### src/sv/crd_pkg.sv
`default_nettype none
// ----------------------------------------------------------------------------
// crd_pkg
// Shared types, register codes and Q8.24 helpers for the reaction-diffusion
// stencil step.
// ----------------------------------------------------------------------------
package crd_pkg;

    typedef struct packed {
        logic signed [31:0] old_excitation;
        logic signed [31:0] old_recovery;
    } in_t;

    typedef struct packed {
        logic signed [31:0] new_excitation;
        logic signed [31:0] new_recovery;
        logic [7:0]         cell_row;
        logic [7:0]         cell_col;
        logic               run_last;
    } out_t;

    // one cell to evaluate: four neighbors, center, old recovery, tag
    typedef struct packed {
        logic signed [31:0] nb_left;
        logic signed [31:0] nb_right;
        logic signed [31:0] nb_up;
        logic signed [31:0] nb_down;
        logic signed [31:0] center;
        logic signed [31:0] recovery;
        logic [7:0]         row;
        logic [7:0]         col;
        logic               last;
    } job_t;

    typedef struct packed {
        logic [8:0]  grid_cols;
        logic [8:0]  grid_rows;
        logic [30:0] diffusion_gain;
        logic [30:0] time_step;
        logic [30:0] reaction_gain;
        logic [30:0] recovery_rate;
        logic [30:0] recovery_scale;
        logic [30:0] recovery_offset;
    } cfg_t;

    localparam int CFG_IDX_W = 4;
    localparam logic [CFG_IDX_W-1:0] CFG_GRID_COLS       = 4'd0;
    localparam logic [CFG_IDX_W-1:0] CFG_GRID_ROWS       = 4'd1;
    localparam logic [CFG_IDX_W-1:0] CFG_DIFFUSION_GAIN  = 4'd2;
    localparam logic [CFG_IDX_W-1:0] CFG_TIME_STEP       = 4'd3;
    localparam logic [CFG_IDX_W-1:0] CFG_REACTION_GAIN   = 4'd4;
    localparam logic [CFG_IDX_W-1:0] CFG_RECOVERY_RATE   = 4'd5;
    localparam logic [CFG_IDX_W-1:0] CFG_RECOVERY_SCALE  = 4'd6;
    localparam logic [CFG_IDX_W-1:0] CFG_RECOVERY_OFFSET = 4'd7;

    localparam cfg_t CFG_RESET = '{
        grid_cols:       9'd256,
        grid_rows:       9'd256,
        diffusion_gain:  31'd0,
        time_step:       31'd0,
        reaction_gain:   31'd134217728,
        recovery_rate:   31'd167772,
        recovery_scale:  31'd1174405,
        recovery_offset: 31'd5033165
    };

    localparam logic signed [39:0] Q_ONE   = 40'sd16777216;
    localparam logic signed [39:0] Q_TENTH = 40'sd1677722;

    localparam logic signed [39:0] SAT_HI = 40'sh00_7FFF_FFFF;
    localparam logic signed [39:0] SAT_LO = 40'shFF_8000_0000;

    localparam int QUEUE_DEPTH = 4;
    localparam int QUEUE_AW    = $clog2(QUEUE_DEPTH);

    function automatic logic signed [31:0] sat40(input logic signed [39:0] x);
        logic signed [31:0] r;
        if (x > SAT_HI) begin
            r = 32'sh7FFF_FFFF;
        end else if (x < SAT_LO) begin
            r = 32'sh8000_0000;
        end else begin
            r = $signed(x[31:0]);
        end
        return r;
    endfunction

    // product back to Q8.24: floor shift by 24, then saturate
    function automatic logic signed [31:0] qmul_sat(input logic signed [63:0] p);
        logic signed [63:0] sh;
        sh = p >>> 24;
        return sat40($signed(sh[39:0]));
    endfunction

endpackage
`default_nettype wire

### src/sv/crd_queue.sv
`default_nettype none
// ----------------------------------------------------------------------------
// crd_queue
// Short job queue between the gathering front and the arithmetic back.
// ----------------------------------------------------------------------------
module crd_queue
    import crd_pkg::*;
(
    input  wire logic aclk,
    input  wire logic aresetn,
    input  wire logic in_valid,
    output logic      in_ready,
    input  wire job_t in_job,
    output logic      out_valid,
    input  wire logic out_ready,
    output job_t      out_job
);

    job_t                slot_mem [QUEUE_DEPTH];
    logic [QUEUE_AW-1:0] wr_ptr_reg, rd_ptr_reg;
    logic [QUEUE_AW:0]   count_reg;
    logic                push, pop;

    assign in_ready  = (count_reg != (QUEUE_AW + 1)'(QUEUE_DEPTH));
    assign out_valid = (count_reg != '0);
    assign push      = in_valid && in_ready;
    assign pop       = out_valid && out_ready;
    assign out_job   = slot_mem[rd_ptr_reg];

    always_ff @(posedge aclk) begin
        if (!aresetn) begin
            wr_ptr_reg <= '0;
            rd_ptr_reg <= '0;
            count_reg  <= '0;
        end else begin
            if (push) wr_ptr_reg <= wr_ptr_reg + QUEUE_AW'(1);
            if (pop)  rd_ptr_reg <= rd_ptr_reg + QUEUE_AW'(1);
            if (push && !pop) begin
                count_reg <= count_reg + (QUEUE_AW + 1)'(1);
            end else if (pop && !push) begin
                count_reg <= count_reg - (QUEUE_AW + 1)'(1);
            end
        end
    end

    always_ff @(posedge aclk) begin
        if (push) slot_mem[wr_ptr_reg] <= in_job;
    end

endmodule
`default_nettype wire

### config.mk
export PLATFORM = sky130hd
export DESIGN_NAME = crd_queue
export DESIGN_NICKNAME = d
export VERILOG_FILES = /design/src/sv/crd_pkg.sv /design/src/sv/crd_queue.sv
export SDC_FILE = /design/constraint.sdc
export NUM_CORES = 1
export LEC_CHECK = 0
export BUFFER_PORTS_ARGS = -buffer_cell sky130_fd_sc_hd__buf_4
export CAP_MARGIN = 20
export CORE_MARGIN = 4
export CORE_UTILIZATION = 60
export DETAILED_ROUTE_END_ITERATION = 7
export PLACE_DENSITY_LB_ADDON = 0.3
export SETUP_SLACK_MARGIN = 0.5
export SYNTH_ARGS = -nofsm -noshare
export SYNTH_HDL_FRONTEND = slang
export SYNTH_SLANG_ARGS = --single-unit
### constraint.sdc
create_clock -name aclk -period 13.8 [get_ports aclk]
set_clock_uncertainty 0.15 [all_clocks]
set_input_delay 0 -clock aclk [delete_from_list [all_inputs] [get_ports aclk]]
set_output_delay 0 -clock aclk [all_outputs]
set_load 0.005 [all_outputs]
==> flow_metrics.env <==
export IMPL_gp_congestion=0.762
export IMPL_syn_instance_count=1139
export IMPL_netlist_area_mm2=0.0306
export IMPL_drt_wl_total_um=78900
export IMPL_track_usage_pct=29.1
export IMPL_ant_nets=0
export IMPL_slowest_stage="dfxtp_4"
export IMPL_route_met3_wl_um=7050
export IMPL_reg2reg_to="slot_mem[1][141]"
export IMPL_outcome="finished, final reports clean"
export IMPL_final_layout_size_suffix_gt1_share_pct=37.7
export IMPL_max_cap_violations=0
export IMPL_wl_per_cell_um=28.9
export IMPL_regToRegSetupSlack_ns=9.49
export IMPL_io_pins=424
export IMPL_tightest_slew_ns=1.06
export IMPL_hold_path_class="input pin to flop"
export IMPL_cp_arrival_ns=4.88
export IMPL_yosysUniqueCellTypes=24
export IMPL_min_delay_path_depth=2
export IMPL_crit_fanout=46
export IMPL_fin_nets=2201
export IMPL_cts_root_buf="clkbuf_16"
export IMPL_initial_core_util_pct=60.8
export IMPL_cts_htree_levels=3
export IMPL_die_area_mm2=0.0546
export IMPL_max_freq_mhz=199
export IMPL_viasPerCell=5.95
export IMPL_drc=0
export IMPL_slew_violations=0
export IMPL_cts_tree="built"
export IMPL_finalSetupViolations=0
export IMPL_synth_top_family_by_area="multiplexers"
export IMPL_area_growth_pct=33.7
export IMPL_critPathCapture="out_job[123]"
export IMPL_routed_wl_met2_um=41400
export IMPL_cts_hold_buf=364
export IMPL_power_w=0.00727
export IMPL_antenna_found_initial=7
export IMPL_power_density_mw_per_mm2=178
export IMPL_drtIter0Drc=1630
export IMPL_hold_violations=0
export IMPL_post_cts_buffers=0
export IMPL_multi_input_area_mm2=0.00499
export IMPL_top_layer="met5"
export IMPL_syn_area_per_cell_um2=26.8
export IMPL_path_cells="buf_4, buf_4, buf_4, mux4_2, buf_4"
export IMPL_clk_latency_ns=0.61
export IMPL_synth_xor_area_share_pct=0.115
export IMPL_ctsResizeCount=0
export IMPL_synth_nets=1358
export IMPL_worst_ir_drop_vdd_v=0.000174
export IMPL_end_kind="output pin"
export IMPL_port_buffers=423
export IMPL_reg2regPathDepth=5
export IMPL_grt_pass1_wl_um=115000
export IMPL_yosys_area_share_adder_pct=0.270
export IMPL_grt_overflow_total=0
export IMPL_grt_pass1_vias=17500
export IMPL_wl_met1_um=27400
export IMPL_startpoint_type="flop"
export IMPL_crit_top_cell="buf_4"
export IMPL_finalCritPeriodShare_pct=36.5
export IMPL_fillers=2181
export IMPL_critPathMaxStageDelay_ns=0.93
export IMPL_dp_hpwl_um=38800
export IMPL_tns_ns=0
export IMPL_synthSimpleGateAreaFrac_pct=0.299
export IMPL_holdWs_ns=0.00828
export IMPL_synth_top_area_share_pct=82.1
export IMPL_dr_pass1_iters=5
export IMPL_synth_seq_cells=845
export IMPL_critPathRequiredTime_ns=13.65
export IMPL_num_vias=16200
export IMPL_cts_clk_slew_worst_paths_ns=0.06
export IMPL_grt_max_degree=142
export IMPL_rsz0062_at_grt="no"
export IMPL_die_y_um=234
export IMPL_finalCriticalPeriod_ns=5.03
export IMPL_reg2reg_from="count_reg[0]"
export IMPL_cts_made_buffers=80
export IMPL_cts_sinks=845
export IMPL_die_w_um=234
export IMPL_netlist_top_cells_area="edfxtp_1 (82%), mux4_2 (15%), dfxtp_1 (0.59%)"
export IMPL_yosys_warnings=0
export IMPL_synth_seq_area_share_pct=82.7
export IMPL_path_class="flop to output pin"
export IMPL_slew_headroom_pct=29.6
export IMPL_p_leak_nw=14.0
export IMPL_core_mm2=0.0503
export IMPL_largest_reg_flops=836
export IMPL_yosysTopAreaCell="edfxtp_1"
export IMPL_muxShareOfSynthArea_pct=15.5
export IMPL_rows=82
export IMPL_cts_buffer_depth=3
export IMPL_regArea_mm2=0.0253
export IMPL_synth_compound_area_share_pct=0.119
-- metal layers --
| metal | up-vias | GRT usage, % |
|---|---|---|
| li1 | 6657 | - |
| met5 | - | 0 |
| met2 | 960 | 49.1 |
| met1 | 8430 | 36.7 |
| met3 | 178 | 7.43 |
| met4 | 2 | 11.6 |
-- critical path, delay by kind of cell (launching register included) --
family	cells	cell delay, ns
buffers and inverters	4	2.58
DFF	1	0.93
muxes	1	0.65
-- power breakdown --
part           internal [W]  leakage [nW]  switching (W)
Clock               0.00132          1.31       0.000954
Sequential          0.00312          7.74       0.000126
Combinational      0.000941          4.91       0.000804
-- layout make-up --
cell class	instances	share of cell area, %
clock inverter	48	1.30
antenna	9	0.0551
tap	672	2.06
inverter	3	0.0275
sequential	845	61.9
timing repair buffer	808	17.2
clock buffer	99	5.28
multi-input combinational	244	12.2
-- logic make-up after synthesis --
group                    count (synthesis)
AO/OA/AOI/OAI                            5
XOR/XNOR                                 4
adder cells (fa/ha/maj)                  6
buffers and inverters                   50
flip-flops                             845
multiplexers                           212
AND/OR/NAND/NOR                         17
-- synthesized netlist by cell type (all sizes together) --
library cell,count
ha,5
nand2,5
a21boi,2
or3,2
o31ai,1
nor2,1
dfxtp,9
o311ai,1
and2,8
o21ai,1
xor2,1
inv,3
fa,1
clkbuf,2
mux2i,3
xnor2,3
edfxtp,836
buf,45
mux4,209
nor2b,1
-- stage by stage --
| stage | utilization [%] | area [um^2] | instances | setup WS, ns |
|---|---|---|---|---|
| 5_1_grt | 81.3 | 40900 | 2724 | 8.20 |
| 6_report | 81.3 | 40900 | 2728 | 8.77 |
| 4_1_cts | 81.1 | 40800 | 2715 | 8.56 |
| 2_1_floorplan | - | 30600 | 1139 | 7.37 |
| 3_5_place_dp | 68.5 | 34500 | 2204 | 9.26 |
| 3_3_place_gp | 68.5 | 34500 | 2204 | 9.23 |
-- cell usage in the layout, fill, tap and decap left out, types with 2 or more instances in the layout --
| cell | count |
|---|---|
| inv_1 | 3 |
| dfxtp_1 | 7 |
| diode_2 | 9 |
| clkbuf_16 | 84 |
| bufinv_16 | 11 |
| clkinvlp_4 | 3 |
| xnor2_1 | 3 |
| nand2_1 | 5 |
| ha_1 | 5 |
| clkinv_1 | 17 |
| and2_1 | 4 |
| buf_12 | 2 |
| mux4_2 | 209 |
| clkbuf_1 | 15 |
| or3_1 | 2 |
| dlygate4sd3_1 | 366 |
| edfxtp_1 | 836 |
| dfxtp_4 | 2 |
| inv_6 | 4 |
| clkinv_2 | 11 |
| buf_4 | 439 |
| and2_4 | 4 |
| mux2i_1 | 3 |
-- worst min path at each step --
stage,from,endpoint,slack (ns)
final,in_job[7],slot_mem[0][7],0.008
after global routing,in_job[79],slot_mem[1][79],0.004
after global placement,in_job[4],slot_mem[1][4],0.05
after CTS,in_job[16],slot_mem[2][16],0.0004
after floorplan,in_job[0],slot_mem[0][0],-0.05
after detailed placement,in_job[205],slot_mem[3][205],0.05
Note: power is estimated with default switching activity, not from simulation.
